**src/hdl/edge_adaptive_box_blur_defines.svh**
```systemverilog
// Assertion macros used by the blur back end
`ifndef EDGE_ADAPTIVE_BOX_BLUR_DEFINES_SVH
`define EDGE_ADAPTIVE_BOX_BLUR_DEFINES_SVH

// same-cycle implication, clocked on clk, quiet while rst_n is low
`define EABB_ASSERT_NOW(lbl, ante, cons, msg) \
  lbl: assert property (@(posedge clk) disable iff (!rst_n) (ante) |-> (cons)) else $error(msg);

// next-cycle implication
`define EABB_ASSERT_NEXT(lbl, ante, cons, msg) \
  lbl: assert property (@(posedge clk) disable iff (!rst_n) (ante) |=> (cons)) else $error(msg);

`endif

```
**src/hdl/eabb_ram.sv**
```systemverilog
// Generic single-write, single-read RAM with registered read
`default_nettype none
module eabb_ram #(
  parameter int WIDTH = 8,
  parameter int DEPTH = 256
) (
  input  wire logic                     clk,
  input  wire logic                     we,
  input  wire logic [$clog2(DEPTH)-1:0] waddr,
  input  wire logic [WIDTH-1:0]         wdata,
  input  wire logic [$clog2(DEPTH)-1:0] raddr,
  output logic      [WIDTH-1:0]         rdata
);

  logic [WIDTH-1:0] mem [DEPTH];

  always_ff @(posedge clk) begin
    if (we) begin
      mem[waddr] <= wdata;
    end
    rdata <= mem[raddr];
  end

endmodule
`default_nettype wire

```
**config.mk**
```make
export PLATFORM = sky130hd
export DESIGN_NAME = eabb_ram
export DESIGN_NICKNAME = d
export VERILOG_FILES = /design/src/hdl/edge_adaptive_box_blur_defines.svh /design/src/hdl/eabb_ram.sv
export SDC_FILE = /design/constraint.sdc
export NUM_CORES = 2
export LEC_CHECK = 0
export ABC_AREA = 0
export BUFFER_PORTS_ARGS = -buffer_cell sky130_fd_sc_hd__buf_2
export CAP_MARGIN = 20
export CORE_UTILIZATION = 28
export CTS_CLUSTER_SIZE = 8
export DETAILED_ROUTE_END_ITERATION = 8
export REMOVE_ABC_BUFFERS = 1
export SLEW_MARGIN = 20
export SYNTH_ARGS = -nofsm -noshare
export SYNTH_HDL_FRONTEND = slang
export SYNTH_SLANG_ARGS = --single-unit
```
**constraint.sdc**
```tcl
create_clock -name clk -period 3.5 [get_ports clk]
set_input_delay 0.175 -clock clk [delete_from_list [all_inputs] [get_ports clk]]
set_output_delay 0.175 -clock clk [all_outputs]
set_load 0.01 [all_outputs]
```
==> results.sh <==
export IMPL_status="complete, no violations"
export IMPL_cp_data_arrival_time_ns=3.43
export IMPL_design_core_area_sq_mm=0.282
export IMPL_max_vdd_ir_drop_v=0.000355
export IMPL_async_flop_share_pct=0
export IMPL_finalWorstPathRequiredPeriod_ns=2.70
export IMPL_timing_critical_path_required_ns=4.23
export IMPL_slowest_stage_cell_crit_path="a221oi_1"
export IMPL_clock_sinks=2056
export IMPL_worstPathCellList="mux4_2 > a22o_1 > a221oi_1 > o32ai_1 > nor3_1 > nor4_1"
export IMPL_setup_viol=0
export IMPL_clk_latency_ns=0.91
export IMPL_antenna_found_initial=15
export IMPL_floorplan_rows=195
export IMPL_synth_seq_area_share_pct=77.5
export IMPL_start_util_pct=28.2
export IMPL_post_synth_top_area_fraction_pct=77.3
export IMPL_router_iterations_before_antenna_repair=5
export IMPL_synth_warnings=0
export IMPL_timing_hold_worst_path_depth=4
export IMPL_grt_pass1_wl_um=300000
export IMPL_crit_path_start_kind="flip-flop"
export IMPL_syn2layout_area_growth_pct=19.0
export IMPL_cts_resized=0
export IMPL_r2r_end="rdata[3]"
export IMPL_setup_reg_to_reg_worst_slack_ns=0.80
export IMPL_numPlacedInstances=7635
export IMPL_count_of_filler_cells_inserted_in_the_layout=26200
export IMPL_htree_num_levels=5
export IMPL_clock_path_buffers=4
export IMPL_final_hold_violation_count=0
export IMPL_critPathCaptureType="flip-flop"
export IMPL_cts_tree="done"
export IMPL_cap_viol_max_count=0
export IMPL_netlist_top_cells_area="edfxtp_1, mux4_2, mux2i_1"
export IMPL_crit_path_max_fanout=1
export IMPL_io_pins=34
export IMPL_crit_reg2reg_launch="mem[211][3]"
export IMPL_synth_area_per_cell_sq_um=21.3
export IMPL_totalNegativeSetupSlack_ns=0
export IMPL_numCtsBuffers=308
export IMPL_critPathMaxStageDelay_ns=0.57
export IMPL_drtIter0Drc=4297
export IMPL_ys_types=55
export IMPL_rsz_0062_raised_after_global_routing="false"
export IMPL_max_slew_worst_pin_slew_ns=1.04
export IMPL_drive_gt1_share_pct=27.9
export IMPL_power_per_cell_area_mw_per_mm2=588
export IMPL_criticalPathCategory="flip-flop to flip-flop"
export IMPL_drt_antenna_violating_nets=0
export IMPL_p_leak_nw=29.5
export IMPL_wl_um=209000
export IMPL_postSynthRegisterBits=2056
export IMPL_grt_start_max_net_pins=160
export IMPL_worst_r2r_path_depth=6
export IMPL_die_footprint_sq_mm=0.286
export IMPL_final_period_utilization_pct=77.1
export IMPL_overflow=0
export IMPL_routedWlPerCell_um=26.0
export IMPL_fmax_ghz=0.371
export IMPL_post_detailed_route_via_to_cell_ratio=5.02
export IMPL_synth_enable_flop_cells=2048
export IMPL_final_estimated_routing_congestion_in_global_placement=0.839
export IMPL_hold_end="mem[155][4]"
export IMPL_cell_accounting_for_the_most_synthesized_area="edfxtp_1"
export IMPL_post_dp_hpwl_um=130000
export IMPL_floorplan_die_height_um=535
export IMPL_drc_errors=0
export IMPL_die_width_um=535
export IMPL_report_final_slew_viol_count=0
export IMPL_critical_path_n_buffers_inverters=0
export IMPL_post_synth_inst_count=3733
export IMPL_timing_slew_headroom_pct=30.8
export IMPL_worst_hold_check_slack_ns=0.0693
export IMPL_io_buffer_count=33
export IMPL_layout_cells_non_filler=8020
export IMPL_dr_total_vias=40200
export IMPL_grt_use_total_pct=14.4
export IMPL_synthFlopType="edfxtp_1"
export IMPL_timing_hold_worst_start="waddr[0]"
export IMPL_fin_nets=4238
export IMPL_synthesis_area_sq_mm=0.0796
export IMPL_clock_pin_slew_reported_for_the_worst_setup_and_hold_paths_after_clock_tree_synthesis_ns=0.05
export IMPL_first_global_vias=41300
export IMPL_crit_family="compound AO/OA/AOI/OAI gates"
export IMPL_clock_skew_ns=0.0534
export IMPL_min_path_type="primary input to flip-flop"
export IMPL_buffer_type_at_the_clock_tree_root="clkbuf_16"
Yosys cell counts, types with 3 or more instances:
cell	number
edfxtp_1	2048
mux4_2	454
nor2_1	282
mux2i_1	134
a22oi_1	133
clkbuf_1	111
a21oi_1	96
o221ai_1	46
nand3_1	34
nand2_1	33
buf_2	31
nor2b_1	31
o22ai_1	28
buf_4	27
nor4_1	24
buf_1	22
nor3_1	22
buf_6	21
a211oi_1	16
a221oi_1	13
buf_8	13
nand4_1	10
o211ai_1	10
o21ai_0	10
a22o_1	8
buf_12	8
dfxtp_1	8
nand2b_1	8
and2_1	6
o22a_1	5
o32ai_1	4
or2_2	4
nor4_2	3
metal layers:
layer  track usage, %  part of all wire (%)  vias to the layer above
li1                 -                     -                    16600
met1             19.0                    41                    21600
met2             23.8                    49                     1723
met3             2.72                   7.2                      360
met4             5.07                   3.2                        4
met5                0                 0.011                        -
tightest hold or removal path: stages:
cell and delay, ns:
buf_2 0.18, nand3_1 0.18, nor2_1 0.07, buf_4 0.19
placed cells by master (no fill, tap or decap), types with 13 or more instances in the layout:
cell and instances:
nor2_1 279, buf_12 43, nor2b_1 28, a22oi_1 133, o22ai_1 28, buf_2 21, o221ai_1 46, clkbuf_16 315
a221oi_1 13, nand3_1 34, edfxtp_1 2048, clkbuf_1 45, nor4_1 23, a211oi_1 16, a21oi_1 96, nand2_1 33
mux4_2 454, nor3_1 22, buf_4 318, mux2i_1 134
metrics by stage:
| step | area (sq um) | setup WS (ns) | util, % | total power (W) |
|---|---|---|---|---|
| 6_report | 94700 | 0.802 | 33.5 | 0.0557 |
| 5_1_grt | 94700 | 0.750 | 33.5 | 0.0571 |
| 4_1_cts | 94600 | 0.738 | 33.5 | 0.0561 |
| 3_5_place_dp | 86300 | 0.0852 | 30.6 | 0.0304 |
| 3_3_place_gp | 86300 | 0.0675 | 30.6 | 0.0303 |
| 2_1_floorplan | 78100 | 0.917 | - | 0.0286 |
where the power goes:
part	leakage [nW]	switching (W)	total, W	internal, W
clock network	4.00	0.00977	0.0258	0.0160
logic	7.02	0.00168	0.00262	0.000938
registers	18.5	0.0000501	0.0273	0.0272
total	29.5	0.0115	0.0557	0.0442
worst max path at each step:
stage | startpoint | to | cells past startpoint
2_1_floorplan | raddr[2] | rdata[6] | 6
3_3_place_gp | raddr[0] | rdata[4] | 10
3_5_place_dp | raddr[1] | rdata[3] | 10
4_1_cts | mem[208][3] | rdata[3] | 6
5_1_grt | mem[210][3] | rdata[3] | 6
6_report | mem[211][3] | rdata[3] | 6
layout make-up:
class	count	area, sq um	share of cell area (%)
Tap cell	3743	4680	4.95
Clock buffer	360	8050	8.51
Clock inverter	11	153	0.161
Inverter	2	7.51	0.00793
Multi-Input combinational cell	1442	16500	17.4
Timing Repair Buffer	402	3600	3.81
Sequential cell	2056	61700	65.1
Antenna cell	4	10.0	0.0106
logic make-up (layout without fill, tap and decap cells):
family | count (synthesis) | after routing | share of synthesized area (%)
mux | 591 | 591 | 14.6
simple gates | 466 | 466 | 2.63
other cells | 0 | 4 | 0
buf+inv | 235 | 775 | 1.83
flops | 2056 | 2056 | 77.5
compound gates | 385 | 385 | 3.42
what timing repair did:
item                      in CTS  in global routing
buffers inserted               0                  0
hold buffers                  10                  0
hold endpoints to repair     746                  0
state kept, by name, indices dropped and copies added, names as in the netlist:
register and count:
mem 2048, rdata 8
No activity file was read; power rests on OpenSTA's default activity.
