## src/hdl/edge_adaptive_box_blur_defines.svh

```systemverilog
// Assertion macros used by the blur back end
`ifndef EDGE_ADAPTIVE_BOX_BLUR_DEFINES_SVH
`define EDGE_ADAPTIVE_BOX_BLUR_DEFINES_SVH

// same-cycle implication, clocked on clk, quiet while rst_n is low
`define EABB_ASSERT_NOW(lbl, ante, cons, msg) \
  lbl: assert property (@(posedge clk) disable iff (!rst_n) (ante) |-> (cons)) else $error(msg);

// next-cycle implication
`define EABB_ASSERT_NEXT(lbl, ante, cons, msg) \
  lbl: assert property (@(posedge clk) disable iff (!rst_n) (ante) |=> (cons)) else $error(msg);

`endif

```

## src/hdl/eabb_queue.sv

```systemverilog
// Two-entry job queue between front and back
`default_nettype none
module eabb_queue #(
  parameter int W = 8
) (
  input  wire logic         clk,
  input  wire logic         rst_n,
  input  wire logic         push,
  input  wire logic [W-1:0] wdata,
  output logic              full,
  input  wire logic         pop,
  output logic [W-1:0]      rdata,
  output logic              empty
);

  logic [W-1:0] slot_r [2];
  logic         wp_r, wp_nxt;
  logic         rp_r, rp_nxt;
  logic [1:0]   cnt_r, cnt_nxt;
  logic         do_push, do_pop;

  assign full    = (cnt_r == 2'd2);
  assign empty   = (cnt_r == 2'd0);
  assign rdata   = slot_r[rp_r];
  assign do_push = push && !full;
  assign do_pop  = pop && !empty;

  always_comb begin
    wp_nxt  = do_push ? ~wp_r : wp_r;
    rp_nxt  = do_pop ? ~rp_r : rp_r;
    cnt_nxt = cnt_r + {1'b0, do_push} - {1'b0, do_pop};
  end

  always_ff @(posedge clk) begin
    if (!rst_n) begin
      wp_r  <= 1'b0;
      rp_r  <= 1'b0;
      cnt_r <= 2'd0;
    end else begin
      wp_r  <= wp_nxt;
      rp_r  <= rp_nxt;
      cnt_r <= cnt_nxt;
    end
  end

  always_ff @(posedge clk) begin
    if (do_push) begin
      slot_r[wp_r] <= wdata;
    end
  end

endmodule
`default_nettype wire

```

## config.mk

```make
export PLATFORM = sky130hd
export DESIGN_NAME = eabb_queue
export DESIGN_NICKNAME = d
export VERILOG_FILES = /design/src/hdl/edge_adaptive_box_blur_defines.svh /design/src/hdl/eabb_queue.sv
export SDC_FILE = /design/constraint.sdc
export NUM_CORES = 1
export LEC_CHECK = 0
export ABC_AREA = 1
export BUFFER_PORTS_ARGS = -buffer_cell sky130_fd_sc_hd__buf_2
export CORE_MARGIN = 2
export CORE_UTILIZATION = 50
export DETAILED_ROUTE_END_ITERATION = 12
export PLACE_DENSITY = 0.76
export SYNTH_ARGS = -nofsm -noshare
export SYNTH_HDL_FRONTEND = slang
export SYNTH_SLANG_ARGS = --single-unit
```

## constraint.sdc

```tcl
create_clock -name clk -period 1.9 [get_ports clk]
set_input_delay 0.19 -clock clk [delete_from_list [all_inputs] [get_ports clk]]
set_output_delay 0.19 -clock clk [all_outputs]
set_load 0.03 [all_outputs]
```

==> load_flow_metrics.sql <==
INSERT INTO impl_metrics (metric_group, metric, value, unit) VALUES
('timing', 'fin_ws', '0.2613', 'ns'),
('synth', 'synth.yosys.warnings', '0', ''),
('timing', 'tightest_slew', '0.4830', 'ns'),
('clock_tree', 'cts_tree', 'built', ''),
('pwr', 'ir_worst_vdd', '0.6745', 'mV'),
('route', 'drt-vias-per-instance', '4.895', ''),
('placed_design', 'placement.io_buffers', '21', ''),
('timing', 'fin_tns_setup', '0', 'ns'),
('clock_tree', 'cts_hold_buffers', '0', ''),
('grt', 'number_of_global_route_vias_before_repair', '498', ''),
('timing', 'period_share', '86.25', '%'),
('setup_path', 'crit_path_max_fanout', '8', ''),
('synth', 'post_synth_mux_area_share', '13.89', '%'),
('synth', 'synthesis.instances', '63', ''),
('synth', 'synth-xor-area-share', '0', '%'),
('hold_path', 'holdCritPathClass', 'in -> reg', ''),
('job', 'maxCapViolations', '0', ''),
('pwr', 'p_int', '0.8860', 'mW'),
('pwr', 'total_leakage_power', '0.4645', 'nW'),
('clock_tree', 'clk_pin_slew_worst_paths', '0.11', 'ns'),
('route', 'drt_pass1_iterations', '4', ''),
('setup_path', 'path_buf_inv', '1', ''),
('pwr', 'power.sequential.fraction', '46.6', '%'),
('clock_tree', 'post-cts-setup-buffers', '0', ''),
('placed_design', 'place_hpwl', '886.4', 'um'),
('placed_design', 'place.gp.congestion', '0.6524', ''),
('synth', 'netlist.top_cell.by_area', 'sky130_fd_sc_hd__edfxtp_1', ''),
('synth', 'ys_types', '11', ''),
('grt', 'number_of_antenna_violations_at_the_first_check_in_global_routing', '0', ''),
('grt', 'grt_max_degree', '13', ''),
('floorplan', 'placeableCoreArea', '1670', 'um^2'),
('synth', 'main_combinational_cell_family_by_area_after_synthesis', 'multiplexers', ''),
('route', 'drt_first_iter_violations', '6', ''),
('floorplan', 'fp.dieArea', '2078', 'um^2'),
('floorplan', 'die_w', '45.59', 'um'),
('layout', 'synthToLayoutAreaGrowth', '17.37', '%'),
('route', 'antenna_left', '0', ''),
('grt', 'met1_usage', '12.47', '%'),
('grt', 'grtUsageMet3', '3.968', '%'),
('outcome', 'outcome', 'complete, no violations', ''),
('setup_path', 'timing.critical_path.max_delay_family', 'flip-flops', ''),
('setup_path', 'critPathKind', 'reg -> out', ''),
('route', 'drt-total-wl', '1217', 'um'),
('timing', 'timing.final.crit_period', '1.639', 'ns'),
('pwr', 'p_clk_share', '14.5', '%'),
('clock_tree', 'postcts_resize_cnt', '0', ''),
('setup_path', 'worst_path_largest_cell_delay', '0.64', 'ns'),
('synth', 'syn-cell-area', '864.6', 'um^2'),
('setup_path', 'end_kind', 'output pin', ''),
('clock_tree', 'htreeDepth', '1', ''),
('pwr', 'power_per_cell_area', '1384', 'nW/um^2'),
('synth', 'synth_fp_nets', '77', ''),
('layout', 'diodes', '0', ''),
('floorplan', 'placementRows', '15', ''),
('floorplan', 'start_util', '51.76', '%'),
('timing', 'finClkSkew', '0.006562', 'ns'),
('layout', 'layout.nets', '103', ''),
('synth', 'synth_compound_area_share', '1.158', '%'),
('setup_path', 'worst-endpoint-arrival', '1.45', 'ns'),
('timing', 'report.final.slew_viol_count', '0', ''),
('grt', 'grt_busiest_layer', 'met2', ''),
('clock_tree', 'clk_path_buf_depth', '2', ''),
('pwr', 'power.net_switching', '0.5186', 'mW'),
('timing', 'setup_violations', '0', ''),
('setup_path', 'crit_path_top_delay_cell', 'sky130_fd_sc_hd__dfxtp_1', ''),
('grt', 'grt_overflow_total', '0', ''),
('timing', 'rsz0062_at_grt', 'no', ''),
('pwr', 'power.switching_fraction', '36.92', '%'),
('synth', 'sequential_element_share_of_the_synthesized_area', '67.15', '%'),
('synth', 'mean_instance_size_in_the_synthesized_netlist', '13.72', 'um^2'),
('synth', 'postSynthRegisterBits', '21', '');
==> final cells by class <==
class | instances | area (um^2) | area share (%)
well taps | 17 | 21.27 | 2.096
clock buffers | 3 | 22.52 | 2.219
repair buffers | 22 | 112.6 | 11.10
clock inverters | 1 | 5.005 | 0.4932
multi-input cells | 32 | 239.0 | 23.55
inverters | 9 | 33.78 | 3.329
flip-flops and latches | 21 | 580.6 | 57.21
==> power groups by stage <==
stage	Clock [mW]	Sequential, mW	Combinational [mW]
floorplan	0	0.632	0.459
global placement	0	0.661	0.537
detailed placement	0	0.667	0.555
CTS	0.210	0.658	0.555
global route	0.227	0.664	0.599
finish	0.203	0.655	0.546
==> logic make-up (layout without fill, tap and decap cells) <==
kind of cell    count (synthesis)  in the layout
fa+ha+maj                       2              2
simple gates                   20             20
buf+inv                        10             35
flops                          21             21
mux                             8              8
compound gates                  2              2
==> flip-flops by register name, indices dropped and copies added (netlist names), named ones only <==
name    flops
rp_r        1
slot_r     16
cnt_r       2
wp_r        1
==> layer usage <==
layer	up-vias	wire length, um
li1	261	-
met1	232	473
met2	19	642
met3	2	80
met4	0	21
met5	-	0
==> cells in the final DEF, fill, tap and decap left out <==
master	synthesis	routed
sky130_fd_sc_hd__buf_2	0	21
sky130_fd_sc_hd__edfxtp_1	16	16
sky130_fd_sc_hd__inv_1	9	9
sky130_fd_sc_hd__nand2_1	9	9
sky130_fd_sc_hd__mux2_4	8	8
sky130_fd_sc_hd__nor2_1	6	6
sky130_fd_sc_hd__dfxtp_1	5	5
sky130_fd_sc_hd__nand3_1	3	3
sky130_fd_sc_hd__clkbuf_4	0	3
sky130_fd_sc_hd__nor2_2	2	2
sky130_fd_sc_hd__a21oi_1	2	2
sky130_fd_sc_hd__ha_1	2	2
sky130_fd_sc_hd__clkinv_2	0	1
sky130_fd_sc_hd__buf_4	0	1
==> synthesized netlist by cell type <==
cell	number
sky130_fd_sc_hd__dfxtp_1	5
sky130_fd_sc_hd__nor2_2	2
sky130_fd_sc_hd__edfxtp_1	16
sky130_fd_sc_hd__mux2_4	8
sky130_fd_sc_hd__nand3_1	3
sky130_fd_sc_hd__a21oi_1	2
sky130_fd_sc_hd__buf_6	1
sky130_fd_sc_hd__ha_1	2
sky130_fd_sc_hd__nor2_1	6
sky130_fd_sc_hd__inv_1	9
sky130_fd_sc_hd__nand2_1	9
==> path summary, 6_finish.rpt <==
kind | start | end | slack [ns] | cells after the start
worst max-delay path | register | rdata[5] | 0.26 | 2
worst max register to register | cnt_r[0]$_SDFF_PN0_ | cnt_r[1]$_SDFF_PN0_ | 0.31 | 10
worst min register to register | wp_r$_SDFFE_PN0P_ | wp_r$_SDFFE_PN0P_ | 0.52 | 2
worst min-delay path | wdata[1] | slot_r[0][1]$_DFFE_PP_ | 0.07 | 1
==> metrics by stage <==
stage               instances  total power, mW  instance area [um^2]  hold slack [ns]  util (%)
finish                    105            1.405                  1015          0.07432     60.75
global route              105            1.490                  1015          0.05686     60.75
CTS                       105            1.423                  1015          0.06730     60.75
detailed placement        101            1.222                 987.2           0.3812     59.10
global placement          101            1.198                 987.2           0.3781     59.10
floorplan                  63            1.091                 864.6           0.2835         -
Note: power is estimated with default switching activity, not from simulation.
