===== src/hdl/edge_adaptive_box_blur_defines.svh =====
// Assertion macros used by the blur back end
`ifndef EDGE_ADAPTIVE_BOX_BLUR_DEFINES_SVH
`define EDGE_ADAPTIVE_BOX_BLUR_DEFINES_SVH

// same-cycle implication, clocked on clk, quiet while rst_n is low
`define EABB_ASSERT_NOW(lbl, ante, cons, msg) \
  lbl: assert property (@(posedge clk) disable iff (!rst_n) (ante) |-> (cons)) else $error(msg);

// next-cycle implication
`define EABB_ASSERT_NEXT(lbl, ante, cons, msg) \
  lbl: assert property (@(posedge clk) disable iff (!rst_n) (ante) |=> (cons)) else $error(msg);

`endif


===== src/hdl/eabb_pkg.sv =====
// Types and constants of the edge-adaptive box blur
`default_nettype none
package eabb_pkg;

  localparam int PIX_BITS = 8;
  localparam int FW_BITS  = 11;
  localparam int FH_BITS  = 13;
  localparam int ROW_BITS = FH_BITS + 1;

  localparam logic [FW_BITS-1:0] FW_RESET = 11'd640;
  localparam logic [FH_BITS-1:0] FH_RESET = 13'd480;

  localparam logic REG_WIDTH_IDX  = 1'b0;
  localparam logic REG_HEIGHT_IDX = 1'b1;

  typedef enum logic [2:0] {
    BS_IDLE,
    BS_SIZE,
    BS_SUM,
    BS_DRAIN,
    BS_DIV,
    BS_DONE
  } back_state_t;

  // window half-size for an edge distance, before the cap by the window limit
  function automatic logic [2:0] half_size_base(input logic [PIX_BITS-1:0] edist);
    logic [2:0] h;
    if (edist <= 8'd1) h = 3'd0;
    else if (edist <= 8'd3) h = 3'd1;
    else if (edist <= 8'd5) h = 3'd2;
    else if (edist <= 8'd7) h = 3'd3;
    else h = 3'd4;
    return h;
  endfunction

endpackage
`default_nettype wire


===== src/hdl/eabb_front.sv =====
// Front: takes items, writes line stores, tracks raster positions, issues jobs
`default_nettype none
module eabb_front #(
  parameter int HALF      = 4,
  parameter int RR        = 18,
  parameter int SW        = 5,
  parameter int CW        = 10,
  parameter int WW        = 11,
  parameter int HW        = 3,
  parameter int QW        = 24
) (
  input  wire logic                              clk,
  input  wire logic                              rst_n,
  input  wire logic                              restart,
  input  wire logic [WW-1:0]                     eff_w,
  input  wire logic [eabb_pkg::FH_BITS-1:0]      eff_h,
  input  wire logic                              in_push,
  output logic                                   in_full,
  input  wire logic [eabb_pkg::PIX_BITS-1:0]     in_pixel,
  input  wire logic [eabb_pkg::PIX_BITS-1:0]     in_edge_distance,
  input  wire logic                              in_is_padding,
  input  wire logic                              job_full,
  output logic                                   job_push,
  output logic [eabb_pkg::FH_BITS-1:0]           job_row,
  output logic [CW-1:0]                          job_col,
  output logic [SW-1:0]                          job_slot,
  output logic                                   job_end,
  output logic                                   st_we,
  output logic [SW+CW-1:0]                       st_waddr,
  output logic [eabb_pkg::PIX_BITS-1:0]          pix_wdata,
  output logic [HW-1:0]                          size_wdata
);
  import eabb_pkg::*;

  logic [CW-1:0]       in_col_r, in_col_nxt;
  logic [ROW_BITS-1:0] in_row_r, in_row_nxt;
  logic [SW-1:0]       in_slot_r, in_slot_nxt;
  logic [QW-1:0]       q_r, q_nxt;
  logic [CW-1:0]       out_col_r, out_col_nxt;
  logic [FH_BITS-1:0]  out_row_r, out_row_nxt;
  logic [SW-1:0]       out_slot_r, out_slot_nxt;

  logic          take, in_frame, col_last, has_res, frame_end, out_col_last;
  logic [QW-1:0] delay;
  logic [2:0]    hb;
  logic [SW-1:0] slot_inc, out_slot_inc;

  function automatic logic [SW-1:0] next_slot(input logic [SW-1:0] s);
    return (s == SW'(RR - 1)) ? '0 : s + SW'(1);
  endfunction

  assign in_full  = job_full;
  assign take     = in_push && !in_full;
  assign in_frame = (in_row_r < {1'b0, eff_h}) && (WW'(in_col_r) < eff_w);
  assign col_last = (WW'(in_col_r) == eff_w - WW'(1));
  assign delay    = QW'(HALF) * QW'(eff_w) + QW'(HALF);
  assign has_res  = (q_r >= delay);
  assign out_col_last = (WW'(out_col_r) == eff_w - WW'(1));
  assign frame_end = out_col_last && (out_row_r == eff_h - FH_BITS'(1));
  assign slot_inc = next_slot(in_slot_r);
  assign out_slot_inc = next_slot(out_slot_r);

  assign hb         = half_size_base(in_edge_distance);
  assign st_we      = take && in_frame;
  assign st_waddr   = {in_slot_r, in_col_r};
  assign pix_wdata  = in_is_padding ? '0 : in_pixel;
  assign size_wdata = in_is_padding ? '0 :
                      ((32'(hb) > HALF) ? HW'(HALF) : HW'(hb));

  assign job_push = take && has_res;
  assign job_row  = out_row_r;
  assign job_col  = out_col_r;
  assign job_slot = out_slot_r;
  assign job_end  = frame_end;

  always_comb begin
    in_col_nxt   = in_col_r;
    in_row_nxt   = in_row_r;
    in_slot_nxt  = in_slot_r;
    q_nxt        = q_r;
    out_col_nxt  = out_col_r;
    out_row_nxt  = out_row_r;
    out_slot_nxt = out_slot_r;
    if (restart) begin
      in_col_nxt   = '0;
      in_row_nxt   = '0;
      in_slot_nxt  = '0;
      q_nxt        = '0;
      out_col_nxt  = '0;
      out_row_nxt  = '0;
      out_slot_nxt = '0;
    end else if (take) begin
      q_nxt = q_r + QW'(1);
      if (col_last) begin
        in_col_nxt  = '0;
        in_row_nxt  = in_row_r + ROW_BITS'(1);
        in_slot_nxt = slot_inc;
      end else begin
        in_col_nxt = in_col_r + CW'(1);
      end
      if (has_res) begin
        if (frame_end) begin
          // new frame starts on the ring row after the last output row, so the rows
          // that pending jobs still read stay untouched while the new frame fills up
          in_col_nxt   = '0;
          in_row_nxt   = '0;
          q_nxt        = '0;
          out_col_nxt  = '0;
          out_row_nxt  = '0;
          in_slot_nxt  = out_slot_inc;
          out_slot_nxt = out_slot_inc;
        end else if (out_col_last) begin
          out_col_nxt  = '0;
          out_row_nxt  = out_row_r + FH_BITS'(1);
          out_slot_nxt = out_slot_inc;
        end else begin
          out_col_nxt = out_col_r + CW'(1);
        end
      end
    end
  end

  always_ff @(posedge clk) begin
    if (!rst_n) begin
      in_col_r   <= '0;
      in_row_r   <= '0;
      in_slot_r  <= '0;
      q_r        <= '0;
      out_col_r  <= '0;
      out_row_r  <= '0;
      out_slot_r <= '0;
    end else begin
      in_col_r   <= in_col_nxt;
      in_row_r   <= in_row_nxt;
      in_slot_r  <= in_slot_nxt;
      q_r        <= q_nxt;
      out_col_r  <= out_col_nxt;
      out_row_r  <= out_row_nxt;
      out_slot_r <= out_slot_nxt;
    end
  end

endmodule
`default_nettype wire


===== config.mk =====
export PLATFORM = sky130hd
export DESIGN_NAME = eabb_front
export DESIGN_NICKNAME = d
export VERILOG_FILES = /design/src/hdl/edge_adaptive_box_blur_defines.svh /design/src/hdl/eabb_pkg.sv /design/src/hdl/eabb_front.sv
export SDC_FILE = /design/constraint.sdc
export NUM_CORES = 1
export LEC_CHECK = 0
export ABC_AREA = 1
export CORE_MARGIN = 2
export CORE_UTILIZATION = 45
export CTS_CLUSTER_SIZE = 16
export DETAILED_ROUTE_END_ITERATION = 12
export DONT_BUFFER_PORTS = 1
export PLACE_DENSITY = 0.57
export SLEW_MARGIN = 20
export SYNTH_ARGS = -nofsm -noshare
export SYNTH_HDL_FRONTEND = slang
export SYNTH_SLANG_ARGS = --single-unit

===== constraint.sdc =====
create_clock -name clk -period 9.1 [get_ports clk]
set_input_delay 1.82 -clock clk [delete_from_list [all_inputs] [get_ports clk]]
set_output_delay 1.82 -clock clk [all_outputs]
set_load 0.02 [all_outputs]

==> flow_summary.html <==
<table>
<tr><th>Metric</th><th>Value</th></tr>
<tr><th colspan="2">Status</th></tr>
<tr><td>Run status</td><td>finished, final reports clean</td></tr>
<tr><th colspan="2">Clock tree</th></tr>
<tr><td>Number of clock buffers inserted by TritonCTS</td><td>9</td></tr>
<tr><td>Buffers from clock root to sink, at most</td><td>2</td></tr>
<tr><td>Number of H-tree levels</td><td>3</td></tr>
<tr><td>Clk Latency, worst-skew pair</td><td>~350 ps</td></tr>
<tr><td>Count of hold-fix buffers inserted at cts</td><td>0</td></tr>
<tr><td>Worst-path clk slew</td><td>about 60 ps</td></tr>
<tr><td>Clock tree from TritonCTS</td><td>built</td></tr>
<tr><td>Root buffer selected by CTS</td><td>sky130_fd_sc_hd__clkbuf_16</td></tr>
<tr><td>Number of buffers added for setup after CTS</td><td>0</td></tr>
<tr><td>Clock net sink count</td><td>just over 80</td></tr>
<tr><td>Number of resized instances in the post-cts repair step</td><td>0</td></tr>
<tr><th colspan="2">STA</th></tr>
<tr><td>Fin. Hold Viols</td><td>0</td></tr>
<tr><td>Setup repair after global routing missed its margin</td><td>false</td></tr>
<tr><td>Max transition margin</td><td>0.6004</td></tr>
<tr><td>Clock skew after layout</td><td>between 6 and 7 ps</td></tr>
<tr><td>Final Hold Slack</td><td>about 500 ps</td></tr>
<tr><td>Final worst-path cycle share</td><td>0.7433</td></tr>
<tr><td>Post-layout minimum cycle time</td><td>between 6000 and 7000 ps</td></tr>
<tr><td>Accumulated negative setup slack</td><td>0 ps</td></tr>
<tr><td>Worst-margin pin slew</td><td>598.8 ps</td></tr>
<tr><td>Achievable clock frequency</td><td>between 100 and 150 MHz</td></tr>
<tr><td>Number of max-slew violations in the final report</td><td>0</td></tr>
<tr><td>Final setup violation count</td><td>0</td></tr>
<tr><th colspan="2">Synth</th></tr>
<tr><td>YS warnings</td><td>0</td></tr>
<tr><td>XOR/XNOR share of the synthesized area</td><td>0.07327</td></tr>
<tr><td>Simple-gate share of the synthesized area</td><td>0.4339</td></tr>
<tr><td>Synthesized area</td><td>just under 0.007 mm2</td></tr>
<tr><td>Dominant combinational cell family by area after synthesis</td><td>simple AND/OR/NAND/NOR gates</td></tr>
<tr><td>Area share of the largest cell type after synthesis</td><td>0.2339</td></tr>
<tr><td>FFs w/ async S/R, synth</td><td>0</td></tr>
<tr><td>Most frequent cell after synthesis</td><td>sky130_fd_sc_hd__nand2_1</td></tr>
<tr><td>Proportion of synthesized chip area in sequential cells</td><td>0.2339</td></tr>
<tr><td>Ys flop type</td><td>sky130_fd_sc_hd__dfxtp_1</td></tr>
<tr><td>Biggest area consumer among synthesized cells</td><td>sky130_fd_sc_hd__dfxtp_1</td></tr>
<tr><td>Count of flip-flops with a built-in enable after synthesis</td><td>0</td></tr>
<tr><td>Mapped Avg Cell Area</td><td>roughly 6 um2</td></tr>
<tr><td>FF+latch count, synth</td><td>a little over 80</td></tr>
<tr><td>Share of cell area taken by muxes after synthesis</td><td>0</td></tr>
<tr><td>Post-synth cell types</td><td>44</td></tr>
<tr><td>Adder-cell share of the synthesized area</td><td>0.08482</td></tr>
<tr><td>Synthesized-area fraction occupied by ao, oa, aoi and oai cells</td><td>0.07291</td></tr>
<tr><td>Post-synth top cells</td><td>sky130_fd_sc_hd__nand2_1 (282), sky130_fd_sc_hd__nor2_1 (162), sky130_fd_sc_hd__inv_1 (139), sky130_fd_sc_hd__nand3_1 (117), sky130_fd_sc_hd__dfxtp_1 (81)</td></tr>
<tr><td>Count of mapped cells out of synthesis</td><td>~1100</td></tr>
<tr><td>Dominant cells by area after synthesis</td><td>sky130_fd_sc_hd__dfxtp_1 (23%), sky130_fd_sc_hd__nand2_1 (15%), sky130_fd_sc_hd__nor2_1 (8.8%)</td></tr>
<tr><td>Mapped Nets</td><td>approximately 1200</td></tr>
<tr><th colspan="2">Global route</th></tr>
<tr><td>Pin count of the biggest net entering global routing</td><td>48</td></tr>
<tr><td>Total congestion overflow after global routing</td><td>0</td></tr>
<tr><td>Total global routing track utilization</td><td>0.2446</td></tr>
<tr><td>Global-route wire length before repair</td><td>31910 um</td></tr>
<tr><td>Initial antenna violation count</td><td>0</td></tr>
<tr><td>Number of global-route vias before repair</td><td>6348</td></tr>
<tr><th colspan="2">Critical path</th></tr>
<tr><td>Worst path max stage delay</td><td>390 ps</td></tr>
<tr><td>Arr. time, crit path</td><td>approximately 4900 ps</td></tr>
<tr><td>Critical Path Sink Type</td><td>output pin</td></tr>
<tr><td>Critical Path Source Type</td><td>input port</td></tr>
<tr><td>Most frequent cell on the critical path</td><td>sky130_fd_sc_hd__inv_1</td></tr>
<tr><td>Cell with the largest stage delay on the worst path</td><td>sky130_fd_sc_hd__nor3_1</td></tr>
<tr><td>Worst path cell trace</td><td>inv_2, nor3_1, inv_1, nor3_1, inv_1, nor3_1, inv_1, o31ai_1, inv_1, ha_1, nand2_1, inv_1, nor3_1, o21ai_1, nor2_1, nand3_2, nand2_1, inv_2</td></tr>
<tr><td>Required time at the endpoint of the critical path</td><td>between 7000 and 8000 ps</td></tr>
<tr><td>WS Path Type</td><td>input port to output pin</td></tr>
<tr><td>Kind of cell adding the most delay to the critical path</td><td>simple AND/OR/NAND/NOR gates</td></tr>
<tr><td>Top fanout value on the critical path</td><td>10</td></tr>
<tr><td>Worst Path Buf+Inv</td><td>7</td></tr>
<tr><th colspan="2">Route</th></tr>
<tr><td>Drc violations</td><td>0</td></tr>
<tr><td>Number of search-and-repair iterations in the first detailed-routing pass</td><td>5</td></tr>
<tr><td>Routed via count</td><td>about 7000</td></tr>
<tr><td>Violation count after the first detailed-route iteration</td><td>about 480</td></tr>
<tr><td>Detail Route Antenna Nets</td><td>0</td></tr>
<tr><td>Total routed wirelength</td><td>approximately 20000 um</td></tr>
<tr><td>Vias per Instance</td><td>around 5.3</td></tr>
<tr><td>Routed wire per std cell</td><td>roughly 15 um</td></tr>
<tr><th colspan="2">Placement</th></tr>
<tr><td>Total cell area at the placement stage</td><td>0.007086 mm2</td></tr>
<tr><td>Weighted congestion at the end of routability-driven global placement</td><td>about 0.91</td></tr>
<tr><td>HPWL Detailed</td><td>~15000 um</td></tr>
<tr><td>Port Buffer Count</td><td>0</td></tr>
<tr><th colspan="2">Run</th></tr>
<tr><td>Number of maximum-capacitance constraint violations</td><td>0</td></tr>
<tr><th colspan="2">Floorplanning</th></tr>
<tr><td>Vertical extent of the die</td><td>128.1 um</td></tr>
<tr><td>Chip width</td><td>128.1 um</td></tr>
<tr><td>Boundary Pins</td><td>between 100 and 150</td></tr>
<tr><td>Standard cell core area</td><td>about 0.015 mm2</td></tr>
<tr><td>Initial cell density of the core</td><td>0.4577</td></tr>
<tr><td>Cell row count</td><td>45</td></tr>
<tr><td>Total Die Area</td><td>~0.016 mm2</td></tr>
<tr><th colspan="2">Power and ir drop</th></tr>
<tr><td>Pwr/cell area</td><td>~120 mW/mm2</td></tr>
<tr><td>Static power due to leakage</td><td>0.003262 uW</td></tr>
<tr><td>Worst IR drop on VDD</td><td>around 0.083 mV</td></tr>
<tr><th colspan="2">Layout</th></tr>
<tr><td>Design area</td><td>0.007460 mm2</td></tr>
<tr><td>Fraction of final layout cells with drive strength greater than 1</td><td>0.06228</td></tr>
<tr><td>Area growth from synthesis to layout</td><td>7.598%</td></tr>
<tr><td>Final cell utilization of the core</td><td>0.4925</td></tr>
<tr><td>Nets@finish</td><td>between 1000 and 1500</td></tr>
<tr><td>N_diodes</td><td>0</td></tr>
<tr><th colspan="2">Min path</th></tr>
<tr><td>HP Class</td><td>register to register</td></tr>
</table>
## through the flow
step           power, uW  setup WS [ps]  cells
2_1_floorplan      448.6           2939   1123
3_3_place_gp       468.1           2439   1296
3_5_place_dp       468.7           2352   1296
4_1_cts            937.4           2347   1312
5_1_grt            968.4           1954   1312
6_report           927.5           2336   1312
## worst paths after layout
check,startpoint,cells after the start,endpoint,slack (ps)
worst min-delay path,q_r[0]$_SDFFE_PP0P_,2,q_r[0]$_SDFFE_PP0P_,500
worst min register to register,q_r[0]$_SDFFE_PP0P_,2,q_r[0]$_SDFFE_PP0P_,500
worst max-delay path,eff_w[0],18,job_push,2340
worst max register to register,in_col_r[0]$_SDFFE_PP0P_,14,in_col_r[9]$_SDFFE_PP0P_,6110
## where the power goes
group	internal, uW	switching, uW	leakage [uW]
sequential	356	4.78	0.000653
clock	300	166	0.000183
combinational	31.4	69.5	0.00243
## cell type report
class / instances / area [um2]
clock buffers: 9 / 225.2
fillers: 1637 / 7686
flip-flops and latches: 81 / 1622
inverters: 152 / 570.5
multi-input cells: 870 / 4621
clock inverters: 7 / 148.9
repair buffers: 5 / 37.54
well taps: 188 / 235.2
## flip-flops by register name, indices dropped and copies added, names as in the netlist
register   count
in_row_r      14
in_col_r      10
job_row       13
job_col       10
job_slot       5
in_slot_r      5
q_r           24
## tightest hold or removal path: cells and delay by family, from the launching register on
| family | cells | cell delay [ps] |
|---|---|---|
| DFF | 1 | 330 |
| AOI/OAI and AO/OA | 1 | 50 |
| and+or+nand+nor | 1 | 70 |
## per-layer routing
layer | vias up | share of wire | global-route usage
li1 | 3633 | - | -
met1 | 3125 | 0.47 | 0.3217
met2 | 202 | 0.46 | 0.4039
met3 | 28 | 0.055 | 0.05885
met4 | 0 | 0.017 | 0.06076
met5 | - | 0 | 0
## kinds of logic (layout without fill, tap and decap cells)
logic type | after synthesis | count (layout)
simple gates | 673 | 673
compound gates | 92 | 92
xor+xnor | 58 | 58
flops | 81 | 81
fa+ha+maj | 47 | 47
buf+inv | 172 | 173
## placed cells by master, fill, tap and decap left out, types with 3 or more instances in the layout
cell type | netlist | routed
sky130_fd_sc_hd__a211oi_1 | 5 | 5
sky130_fd_sc_hd__a21oi_1 | 46 | 46
sky130_fd_sc_hd__buf_4 | 2 | 5
sky130_fd_sc_hd__bufinv_16 | 0 | 4
sky130_fd_sc_hd__clkbuf_16 | 0 | 9
sky130_fd_sc_hd__dfxtp_1 | 81 | 81
sky130_fd_sc_hd__ha_1 | 47 | 47
sky130_fd_sc_hd__inv_1 | 139 | 139
sky130_fd_sc_hd__inv_2 | 12 | 12
sky130_fd_sc_hd__nand2_1 | 282 | 282
sky130_fd_sc_hd__nand2_2 | 5 | 5
sky130_fd_sc_hd__nand3_1 | 117 | 117
sky130_fd_sc_hd__nand3_2 | 4 | 4
sky130_fd_sc_hd__nand3b_1 | 6 | 6
sky130_fd_sc_hd__nand4_1 | 34 | 34
sky130_fd_sc_hd__nor2_1 | 162 | 161
sky130_fd_sc_hd__nor2_2 | 14 | 15
sky130_fd_sc_hd__nor2_4 | 3 | 3
sky130_fd_sc_hd__nor3_1 | 28 | 28
sky130_fd_sc_hd__nor3b_1 | 5 | 5
sky130_fd_sc_hd__nor4_1 | 4 | 4
sky130_fd_sc_hd__o21ai_0 | 28 | 28
sky130_fd_sc_hd__xnor2_1 | 15 | 15
sky130_fd_sc_hd__xor2_1 | 43 | 43
Note: power is estimated with default switching activity, not from simulation.
